==> config.mk <==
export PLATFORM = sky130hd
export DESIGN_NAME = hall_period_speed_p_duty_loop
export DESIGN_NICKNAME = d
export VERILOG_FILES = /design/src/rtl/hps_pkg.sv /design/src/rtl/hall_period_speed_p_duty_loop.sv /design/src/rtl/hps_div.sv
export SDC_FILE = /design/constraint.sdc
export NUM_CORES = 2
export LEC_CHECK = 0
export ABC_AREA = 1
export BUFFER_PORTS_ARGS = -buffer_cell sky130_fd_sc_hd__buf_2
export CAP_MARGIN = 5
export CORE_UTILIZATION = 45
export DETAILED_ROUTE_END_ITERATION = 7
export SYNTH_ARGS = -nofsm -noshare
export SYNTH_HDL_FRONTEND = slang
export SYNTH_SLANG_ARGS = --single-unit
==> constraint.sdc <==
create_clock -name clk -period 7.4 [get_ports clk]
set_input_delay 0.74 -clock clk [delete_from_list [all_inputs] [get_ports clk]]
set_output_delay 0.74 -clock clk [all_outputs]
set_load 0.03 [all_outputs]
==> src/rtl/hps_pkg.sv <==
package hps_pkg;

  // Default duty resolution and fixed gain format
  localparam int DUTY_FRAC_BITS_DEF = 16;
  localparam int GAIN_FRAC_BITS     = 12;

  // Field widths
  localparam int TIME_W      = 32;
  localparam int RPM_W       = 32;
  localparam int SETPOINT_W  = 16;
  localparam int GAIN_W      = 16;
  localparam int PERIOD_W    = 16;
  localparam int COMPARE_W   = 16;
  localparam int OUT_DUTY_W  = 17;
  localparam int CFG_ADDR_W  = 2;
  localparam int CFG_DATA_W  = 32;
  localparam int IN_TDATA_W  = 48;
  localparam int OUT_TDATA_W = 72;

  // Register reset values
  localparam logic [RPM_W-1:0]    RPM_SCALE_RST  = 32'd425000000;
  localparam logic [GAIN_W-1:0]   GAIN_RST       = 16'd2048;
  localparam logic [PERIOD_W-1:0] PWM_PERIOD_RST = 16'd4249;

  // Register indexes
  localparam logic [CFG_ADDR_W-1:0] REG_RPM_SCALE  = 2'd0;
  localparam logic [CFG_ADDR_W-1:0] REG_GAIN       = 2'd1;
  localparam logic [CFG_ADDR_W-1:0] REG_PWM_PERIOD = 2'd2;

  // Sequencer states
  typedef enum logic [2:0] {
    ST_IDLE,
    ST_SPEED,
    ST_MUL,
    ST_STEP,
    ST_UPD,
    ST_LOAD
  } hps_state_t;

  // Divider status back to the sequencer
  typedef struct packed {
    logic busy;
    logic done;
  } hps_div_sts_t;

endpackage

==> src/rtl/hall_period_speed_p_duty_loop.sv <==
// Hall-period proportional speed loop.
//
// Input channel (in_*): one transfer per Hall edge with the captured timer
// count, an optional new speed setpoint (flagged in in_tuser). Output
// channel (out_*): one transfer per edge whose interval is nonzero, with the
// PWM compare value, the measured speed and the new duty. An edge with a
// zero interval gives no output; its setpoint is held until the next edge
// that does.
//
// Throughput: one edge at a time. After a nonzero-interval edge the block
// takes no new input transfer until its result is loaded into the output
// register. Two bit-serial divisions on one shared divider do the work: a
// 32-bit one for the speed and, unless the target is zero, a NUM_W-bit one
// for the duty step, with NUM_W = 48 + max(DUTY_FRAC_BITS - 12, 0). A
// zero-interval edge is taken without leaving the idle state.
// The result sits in an output register; the next edge is accepted while it
// waits. If the receiver stalls, the block holds the following result until
// the register frees. Reset (rst_n, synchronous) clears the duty, target,
// pending setpoint and previous capture, and loads register defaults.
// Configuration writes (cfg_we/cfg_addr/cfg_wdata) take effect in the cycle after the write.
module hall_period_speed_p_duty_loop #(
  parameter int DUTY_FRAC_BITS = hps_pkg::DUTY_FRAC_BITS_DEF
) (
  input  logic                             clk,
  input  logic                             rst_n,
  // in_tdata: edge_time[31:0], setpoint_rpm[47:32]
  input  logic                             in_tvalid,
  output logic                             in_tready,
  input  logic [hps_pkg::IN_TDATA_W-1:0]   in_tdata,
  // in_tuser: has_setpoint[0]
  input  logic                             in_tuser,
  // out_tdata: compare_value[15:0], measured_rpm[47:16], duty_fraction[64:48]
  output logic                             out_tvalid,
  input  logic                             out_tready,
  output logic [hps_pkg::OUT_TDATA_W-1:0]  out_tdata,
  input  logic                             cfg_we,
  input  logic [hps_pkg::CFG_ADDR_W-1:0]   cfg_addr,
  input  logic [hps_pkg::CFG_DATA_W-1:0]   cfg_wdata
);
  import hps_pkg::*;

  localparam int DUTY_W = DUTY_FRAC_BITS + 1;
  localparam int QS_W   = DUTY_W + 1;
  localparam int SHL    = (DUTY_FRAC_BITS >= GAIN_FRAC_BITS) ?
                          DUTY_FRAC_BITS - GAIN_FRAC_BITS : 0;
  localparam int SHR    = (DUTY_FRAC_BITS < GAIN_FRAC_BITS) ?
                          GAIN_FRAC_BITS - DUTY_FRAC_BITS : 0;
  localparam int NUM_W  = GAIN_W + RPM_W + SHL;
  localparam int DSR_W  = RPM_W;
  localparam int CNT_W  = $clog2(NUM_W + 1);
  localparam int PROD_W = DUTY_W + PERIOD_W;
  localparam logic [QS_W-1:0] DUTY_FULL = QS_W'(1) << DUTY_FRAC_BITS;

  hps_state_t state_r, state_nxt;

  logic [RPM_W-1:0]      rpm_scale_r;
  logic [GAIN_W-1:0]     gain_r;
  logic [PERIOD_W-1:0]   period_r;
  logic [TIME_W-1:0]     prev_r;
  logic [DUTY_W-1:0]     duty_r, duty_nxt;
  logic [SETPOINT_W-1:0] target_r;
  logic                  pend_vld_r;
  logic [SETPOINT_W-1:0] pend_spd_r;
  logic [RPM_W-1:0]      speed_r;
  logic                  up_r;
  logic                  out_vld_r;
  logic [OUT_TDATA_W-1:0] out_data_r;

  logic [TIME_W-1:0]     in_edge;
  logic [SETPOINT_W-1:0] in_sp;
  logic [TIME_W-1:0]     delta;
  logic                  in_xfer;
  logic                  delta_zero;

  logic                  div_start;
  logic [CNT_W-1:0]      div_iters;
  logic [NUM_W-1:0]      div_dvd;
  logic [DSR_W-1:0]      div_dsr;
  logic [NUM_W-1:0]      div_q;
  hps_div_sts_t          div_sts;

  logic                  err_up;
  logic [RPM_W-1:0]      err_mag;
  logic [GAIN_W+RPM_W-1:0] step_num;
  logic [QS_W-1:0]       q_sat;
  logic [QS_W-1:0]       duty_ext;
  logic [PROD_W-1:0]     cmp_prod;
  logic                  load_out;

  assign in_edge    = in_tdata[TIME_W-1:0];
  assign in_sp      = in_tdata[TIME_W +: SETPOINT_W];
  assign delta      = in_edge - prev_r;
  assign delta_zero = (delta == '0);
  assign in_xfer    = in_tvalid && in_tready;

  // Next state
  always_comb begin
    state_nxt = state_r;
    case (state_r)
      ST_IDLE:  if (in_xfer && !delta_zero) state_nxt = ST_SPEED;
      ST_SPEED: if (div_sts.done) state_nxt = (target_r == '0) ? ST_UPD : ST_MUL;
      ST_MUL:   state_nxt = ST_STEP;
      ST_STEP:  if (div_sts.done) state_nxt = ST_UPD;
      ST_UPD:   state_nxt = ST_LOAD;
      ST_LOAD:  if (!out_vld_r || out_tready) state_nxt = ST_IDLE;
      default:  state_nxt = ST_IDLE;
    endcase
  end

  // Sequencer outputs
  always_comb begin
    in_tready = 1'b0;
    div_start = 1'b0;
    load_out  = 1'b0;
    case (state_r)
      ST_IDLE: begin
        in_tready = 1'b1;
        div_start = in_xfer && !delta_zero;
      end
      ST_MUL:  div_start = 1'b1;
      ST_LOAD: load_out  = !out_vld_r || out_tready;
      default: ;
    endcase
  end

  // Speed error and proportional numerator
  always_comb begin
    err_up   = {{(RPM_W-SETPOINT_W){1'b0}}, target_r} >= speed_r;
    err_mag  = err_up ? RPM_W'(target_r) - speed_r : speed_r - RPM_W'(target_r);
    step_num = (GAIN_W+RPM_W)'(gain_r) * (GAIN_W+RPM_W)'(err_mag);
  end

  // Divider operands: speed first, duty step second
  always_comb begin
    if (state_r == ST_MUL) begin
      div_iters = CNT_W'(NUM_W);
      div_dvd   = NUM_W'(step_num) << SHL;
      div_dsr   = DSR_W'(target_r) << SHR;
    end else begin
      div_iters = CNT_W'(RPM_W);
      div_dvd   = NUM_W'(rpm_scale_r) << (NUM_W - RPM_W);
      div_dsr   = delta;
    end
  end

  hps_div #(
    .DVD_W (NUM_W),
    .DSR_W (DSR_W),
    .CNT_W (CNT_W)
  ) u_div (
    .clk      (clk),
    .rst_n    (rst_n),
    .start    (div_start),
    .iters    (div_iters),
    .dividend (div_dvd),
    .divisor  (div_dsr),
    .quotient (div_q),
    .sts      (div_sts)
  );

  // Duty update with saturation; a large step clamps, a zero target gives zero duty
  always_comb begin
    q_sat    = (|div_q[NUM_W-1:QS_W]) ? '1 : div_q[QS_W-1:0];
    duty_ext = QS_W'(duty_r);
    duty_nxt = duty_r;
    if (target_r == '0) begin
      duty_nxt = '0;
    end else if (up_r) begin
      if (q_sat >= DUTY_FULL - duty_ext) duty_nxt = DUTY_W'(DUTY_FULL);
      else                               duty_nxt = DUTY_W'(duty_ext + q_sat);
    end else begin
      if (q_sat >= duty_ext) duty_nxt = '0;
      else                   duty_nxt = DUTY_W'(duty_ext - q_sat);
    end
  end

  assign cmp_prod = PROD_W'(duty_r) * PROD_W'(period_r);

  // Configuration registers
  always_ff @(posedge clk) begin
    if (!rst_n) begin
      rpm_scale_r <= RPM_SCALE_RST;
      gain_r      <= GAIN_RST;
      period_r    <= PWM_PERIOD_RST;
    end else if (cfg_we) begin
      case (cfg_addr)
        REG_RPM_SCALE:  rpm_scale_r <= cfg_wdata;
        REG_GAIN:       gain_r      <= cfg_wdata[GAIN_W-1:0];
        REG_PWM_PERIOD: period_r    <= cfg_wdata[PERIOD_W-1:0];
        default: ;
      endcase
    end
  end

  // Loop state
  always_ff @(posedge clk) begin
    if (!rst_n) begin
      state_r    <= ST_IDLE;
      prev_r     <= '0;
      duty_r     <= '0;
      target_r   <= '0;
      pend_vld_r <= 1'b0;
      pend_spd_r <= '0;
      out_vld_r  <= 1'b0;
    end else begin
      state_r <= state_nxt;
      if (in_xfer) begin
        prev_r <= in_edge;
        if (delta_zero) begin
          if (in_tuser) begin
            pend_vld_r <= 1'b1;
            pend_spd_r <= in_sp;
          end
        end else begin
          if (in_tuser)        target_r <= in_sp;
          else if (pend_vld_r) target_r <= pend_spd_r;
          pend_vld_r <= 1'b0;
        end
      end
      if (state_r == ST_UPD) duty_r <= duty_nxt;
      if (load_out)          out_vld_r <= 1'b1;
      else if (out_tready)   out_vld_r <= 1'b0;
    end
  end

  // Working and output data
  always_ff @(posedge clk) begin
    if (state_r == ST_SPEED && div_sts.done) speed_r <= div_q[RPM_W-1:0];
    if (state_r == ST_MUL) up_r <= err_up;
    if (load_out) begin
      out_data_r <= {{(OUT_TDATA_W-OUT_DUTY_W-RPM_W-COMPARE_W){1'b0}},
                     OUT_DUTY_W'(duty_r), speed_r,
                     cmp_prod[DUTY_FRAC_BITS +: COMPARE_W]};
    end
  end

  assign out_tvalid = out_vld_r;
  assign out_tdata  = out_data_r;

  // Checks
  a_idle_div: assert property (@(posedge clk) disable iff (!rst_n)
    state_r == ST_IDLE |-> !div_sts.busy)
    else $error("divider busy while idle");

  a_duty_range: assert property (@(posedge clk) disable iff (!rst_n)
    QS_W'(duty_r) <= DUTY_FULL)
    else $error("duty above full scale");

  a_zero_delta: assert property (@(posedge clk) disable iff (!rst_n)
    in_xfer && delta_zero |=> state_r == ST_IDLE && $stable(duty_r))
    else $error("zero interval started work");

  a_load_free: assert property (@(posedge clk) disable iff (!rst_n)
    load_out |-> !out_vld_r || out_tready)
    else $error("result overwrote pending output");

  a_zero_target: assert property (@(posedge clk) disable iff (!rst_n)
    state_r == ST_LOAD && target_r == '0 |-> duty_r == '0)
    else $error("duty nonzero with zero target");

endmodule

==> src/rtl/hps_div.sv <==
// Restoring divider, one quotient bit per cycle. The dividend is loaded
// left-aligned; when done rises, the low iters bits of the shift register
// hold the quotient.
module hps_div #(
  parameter int DVD_W = 48,
  parameter int DSR_W = 32,
  parameter int CNT_W = 6
) (
  input  logic                 clk,
  input  logic                 rst_n,
  input  logic                 start,
  input  logic [CNT_W-1:0]     iters,
  input  logic [DVD_W-1:0]     dividend,
  input  logic [DSR_W-1:0]     divisor,
  output logic [DVD_W-1:0]     quotient,
  output hps_pkg::hps_div_sts_t sts
);
  import hps_pkg::*;

  logic [DVD_W-1:0] dvd_r, dvd_nxt;
  logic [DSR_W-1:0] rem_r, rem_nxt;
  logic [DSR_W-1:0] dsr_r;
  logic [CNT_W-1:0] cnt_r, cnt_nxt;
  logic             done_r, done_nxt;
  logic [DSR_W:0]   trial;
  logic [DSR_W:0]   diff;
  logic             ge;

  // One shift-subtract step
  always_comb begin
    trial = {rem_r, dvd_r[DVD_W-1]};
    diff  = trial - {1'b0, dsr_r};
    ge    = trial >= {1'b0, dsr_r};
  end

  always_comb begin
    dvd_nxt  = dvd_r;
    rem_nxt  = rem_r;
    cnt_nxt  = cnt_r;
    done_nxt = 1'b0;
    if (start) begin
      dvd_nxt = dividend;
      rem_nxt = '0;
      cnt_nxt = iters;
    end else if (cnt_r != '0) begin
      dvd_nxt  = {dvd_r[DVD_W-2:0], ge};
      rem_nxt  = ge ? diff[DSR_W-1:0] : trial[DSR_W-1:0];
      cnt_nxt  = cnt_r - CNT_W'(1);
      done_nxt = (cnt_r == CNT_W'(1));
    end
  end

  // Datapath
  always_ff @(posedge clk) begin
    dvd_r <= dvd_nxt;
    rem_r <= rem_nxt;
    if (start) begin
      dsr_r <= divisor;
    end
  end

  // Control
  always_ff @(posedge clk) begin
    if (!rst_n) begin
      cnt_r  <= '0;
      done_r <= 1'b0;
    end else begin
      cnt_r  <= cnt_nxt;
      done_r <= done_nxt;
    end
  end

  assign quotient = dvd_r;
  assign sts.busy = (cnt_r != '0);
  assign sts.done = done_r;

endmodule
==> reports/metrics.cfg <==
[setup_path]
crit_path_end_kind = flip-flop
path_class = reg2reg
cp_max_fo = 5
critPathLaunchType = flip-flop
worst_ep_arrival_time_ns = 8.32
r2r_slack_ns = -0.52
crit_required_ns = 7.80
slowest_delay_ns = 0.56
cpMostUsedCell = inv_2
critPathSlowestCell = fa_2

[cells_and_area]
drive_gt1_share_pct = 21.3
finalNetCount = 8171
final_common_cell = nand2_1
final_cell_mix = nand2_1 (1,372), inv_1 (1,244), fa_1 (586)
synthToLayoutAreaGrowth_pct = 23.2
diodes = 0
fin_area_sq_um = 60200

[power]
combPwrFrac_pct = 67.7
clockPowerShare_pct = 14.6
p_per_area_nw_per_um2 = 275
power_mw = 16.5
pwr-share-seq_pct = 17.7
p_sw_mw = 7.90
p_leak_nw = 29.1
switching_share_pct = 47.8
power.internal_mw = 8.63
peakVddDrop_uv = 353

[detailed_routing]
drtIter0Drc = 3654
drt-vias-per-instance = 5.24
drc = 0
firstDrtPassIters = 6
detail-route-antenna-nets = 0
via_count = 44579
wire_per_inst_microns = 19.6
routed_wl_microns = 167000

[logic_synthesis]
synth_seq_cells = 371
yosys_warnings = 0
ys_types = 62
synth_area_per_cell_sq_um = 7.58
seq_area_frac_synth_pct = 18.9
async_reset_ff_share_pct = 0
syn_area_sq_um = 48900
ys.flop_type = dfxtp_1
synth_cells = 6449
synth-edff-count = 182

[sta]
hold_slack_ns = 0.301
rsz0062_at_grt = yes
hold_viol = 0
min_period_over_period_pct = 107
relSlewSlack_pct = 19.0
worst_pin_slew_ns = 1.21
slew_viol_final = 0
fin_crit_ns = 7.92
fmax_mhz = 126
finalSetupViolations = 33
setup_tns_ns = -11.25
fin_skew_ns = 0.0488
fin_ws_ns = -0.524

[global_route]
overflow = 0
grt_pass1_wl_microns = 259000
grt_pass1_vias = 45096
groute.usage.overall_pct = 30.4
grt_max_degree = 80
antenna_found_initial = 3

[placed_design]
place_congestion = 1.01
dpl.hpwl_microns = 135000
place_area_sq_um = 54400
portBuffers = 154

[floorplan]
core_sq_um = 107000
dieArea_sq_um = 110000
die_w_microns = 332
rows = 120
dieHeight_microns = 332
initial_utilization_pct = 45.5
pin_count = 162

[clock_tree]
cts_tree = built
cts_root_buffer = clkbuf_16
clock_latency_ns = 0.66
cts-htree-levels = 2
ctsLongestPathBuffers = 3
cts_hold_buf = 0
cts.sinks = 371
cts_made_buffers = 48
clkTransAtPathRegs_ns = 0.06

[run_status]
violations = setup timing
outcome = finished, violations left

[job]
cap_violations = 0

[min_path]
min_path_type = in2reg

[area by class of cell]
cell class	instances	area, sq um
sequential	371	9260
timing repair inverter	1	6.26
clock buffer	69	1390
fill	10013	47200
timing repair buffer	790	6050
multi-input combinational	4474	36300
tap	1403	1760
clock inverter	21	213
inverter	1377	5260
[registers in the layout, summed over array words and instances (netlist names)]
register        flops
target_r           16
up_r                1
gain_r             16
duty_r             17
u_div.cnt_r         6
speed_r            32
u_div.done_r        1
pend_spd_r         16
pend_vld_r          1
out_tdata          65
rpm_scale_r        32
prev_r             32
state_r             3
u_div.dsr_r        32
u_div.quotient     52
period_r           16
u_div.rem_r        32
out_tvalid          1
[per-stage QoR]
stage / instances / utilization, % / worst slack [ns]
after detailed placement: 8296 / 50.7 / -1.04
after CTS: 8457 / 54.7 / -0.376
final: 8506 / 56.1 / -0.524
after global routing: 8506 / 56.1 / -0.765
after floorplan: 6455 / - / 0.0804
after global placement: 8296 / 50.7 / -1.03
[power groups by stage]
stage          sequential [mW]  combinational, mW  clock, mW
6_report                  2.93               11.2       2.41
2_1_floorplan             2.83               4.57          0
5_1_grt                   2.96               12.1       2.53
3_5_place_dp              2.97               7.77          0
4_1_cts                   2.93               9.96       2.45
3_3_place_gp              2.96               7.77          0
[worst paths after layout]
| path | to | depth (start not counted) | from |
|---|---|---|---|
| worst max-delay path | u_div.quotient[34] | 34 | speed_r[12] |
| worst min-delay path | rpm_scale_r[18] | 3 | cfg_wdata[18] |
| worst max register to register | u_div.quotient[34] | 34 | speed_r[12] |
| worst min register to register | pend_spd_r[2] | 2 | pend_spd_r[2] |
[synthesized netlist by cell type (all sizes together), types with 26 or more instances]
cell type | n | area (sq um)
fa | 630 | 12600
xor2 | 100 | 921
edfxtp | 182 | 5470
nand2 | 1500 | 5700
nand3 | 207 | 1060
dfxtp | 189 | 3780
a21oi | 371 | 1860
o21ai | 329 | 1670
buf | 68 | 408
clkbuf | 165 | 619
nor2 | 611 | 2310
ha | 390 | 4880
nor3 | 56 | 310
nand4 | 33 | 206
inv | 1368 | 5130
xnor2 | 45 | 394
a31oi | 26 | 169
[worst max-delay path: cells and delay by family, from the launching register on]
family | cells | cell delay [ns]
simple gates | 8 | 0.85
compound gates | 7 | 1.35
buf+inv | 10 | 1.08
flops | 1 | 0.53
fa+ha+maj | 8 | 3.54
xor+xnor | 1 | 0.33
[metal layers]
metal / up-vias / track usage (%) / part of all wire [%]
li1: 20966 / - / -
met1: 21846 / 41.1 / 43
met2: 1469 / 49.7 / 46
met3: 298 / 4.36 / 6.7
met4: 0 / 10.8 / 3.8
met5: - / 0 / 0
[timing repair]
item / in CTS / in global routing
gates cloned: 1 / 1
endpoints found under the setup margin: 38 / 38
gates resized for setup: 576 / 286
endpoints found under the hold margin: 0 / 0
pin swaps: 189 / 182
setup buffers: 74 / 55
[logic make-up (layout without fill, tap and decap cells)]
group / Yosys count / after routing / share of synthesized area [%]
AND/OR/NAND/NOR: 2458 / 2458 / 20.3
buffers and inverters: 1610 / 2258 / 12.7
adder cells (fa/ha/maj): 1020 / 1020 / 35.8
AO/OA/AOI/OAI: 844 / 844 / 9.59
flip-flops: 371 / 371 / 18.9
XOR/XNOR: 145 / 145 / 2.69
other: 1 / 7 / 0.00767
Note: power is estimated with default switching activity, not from simulation.
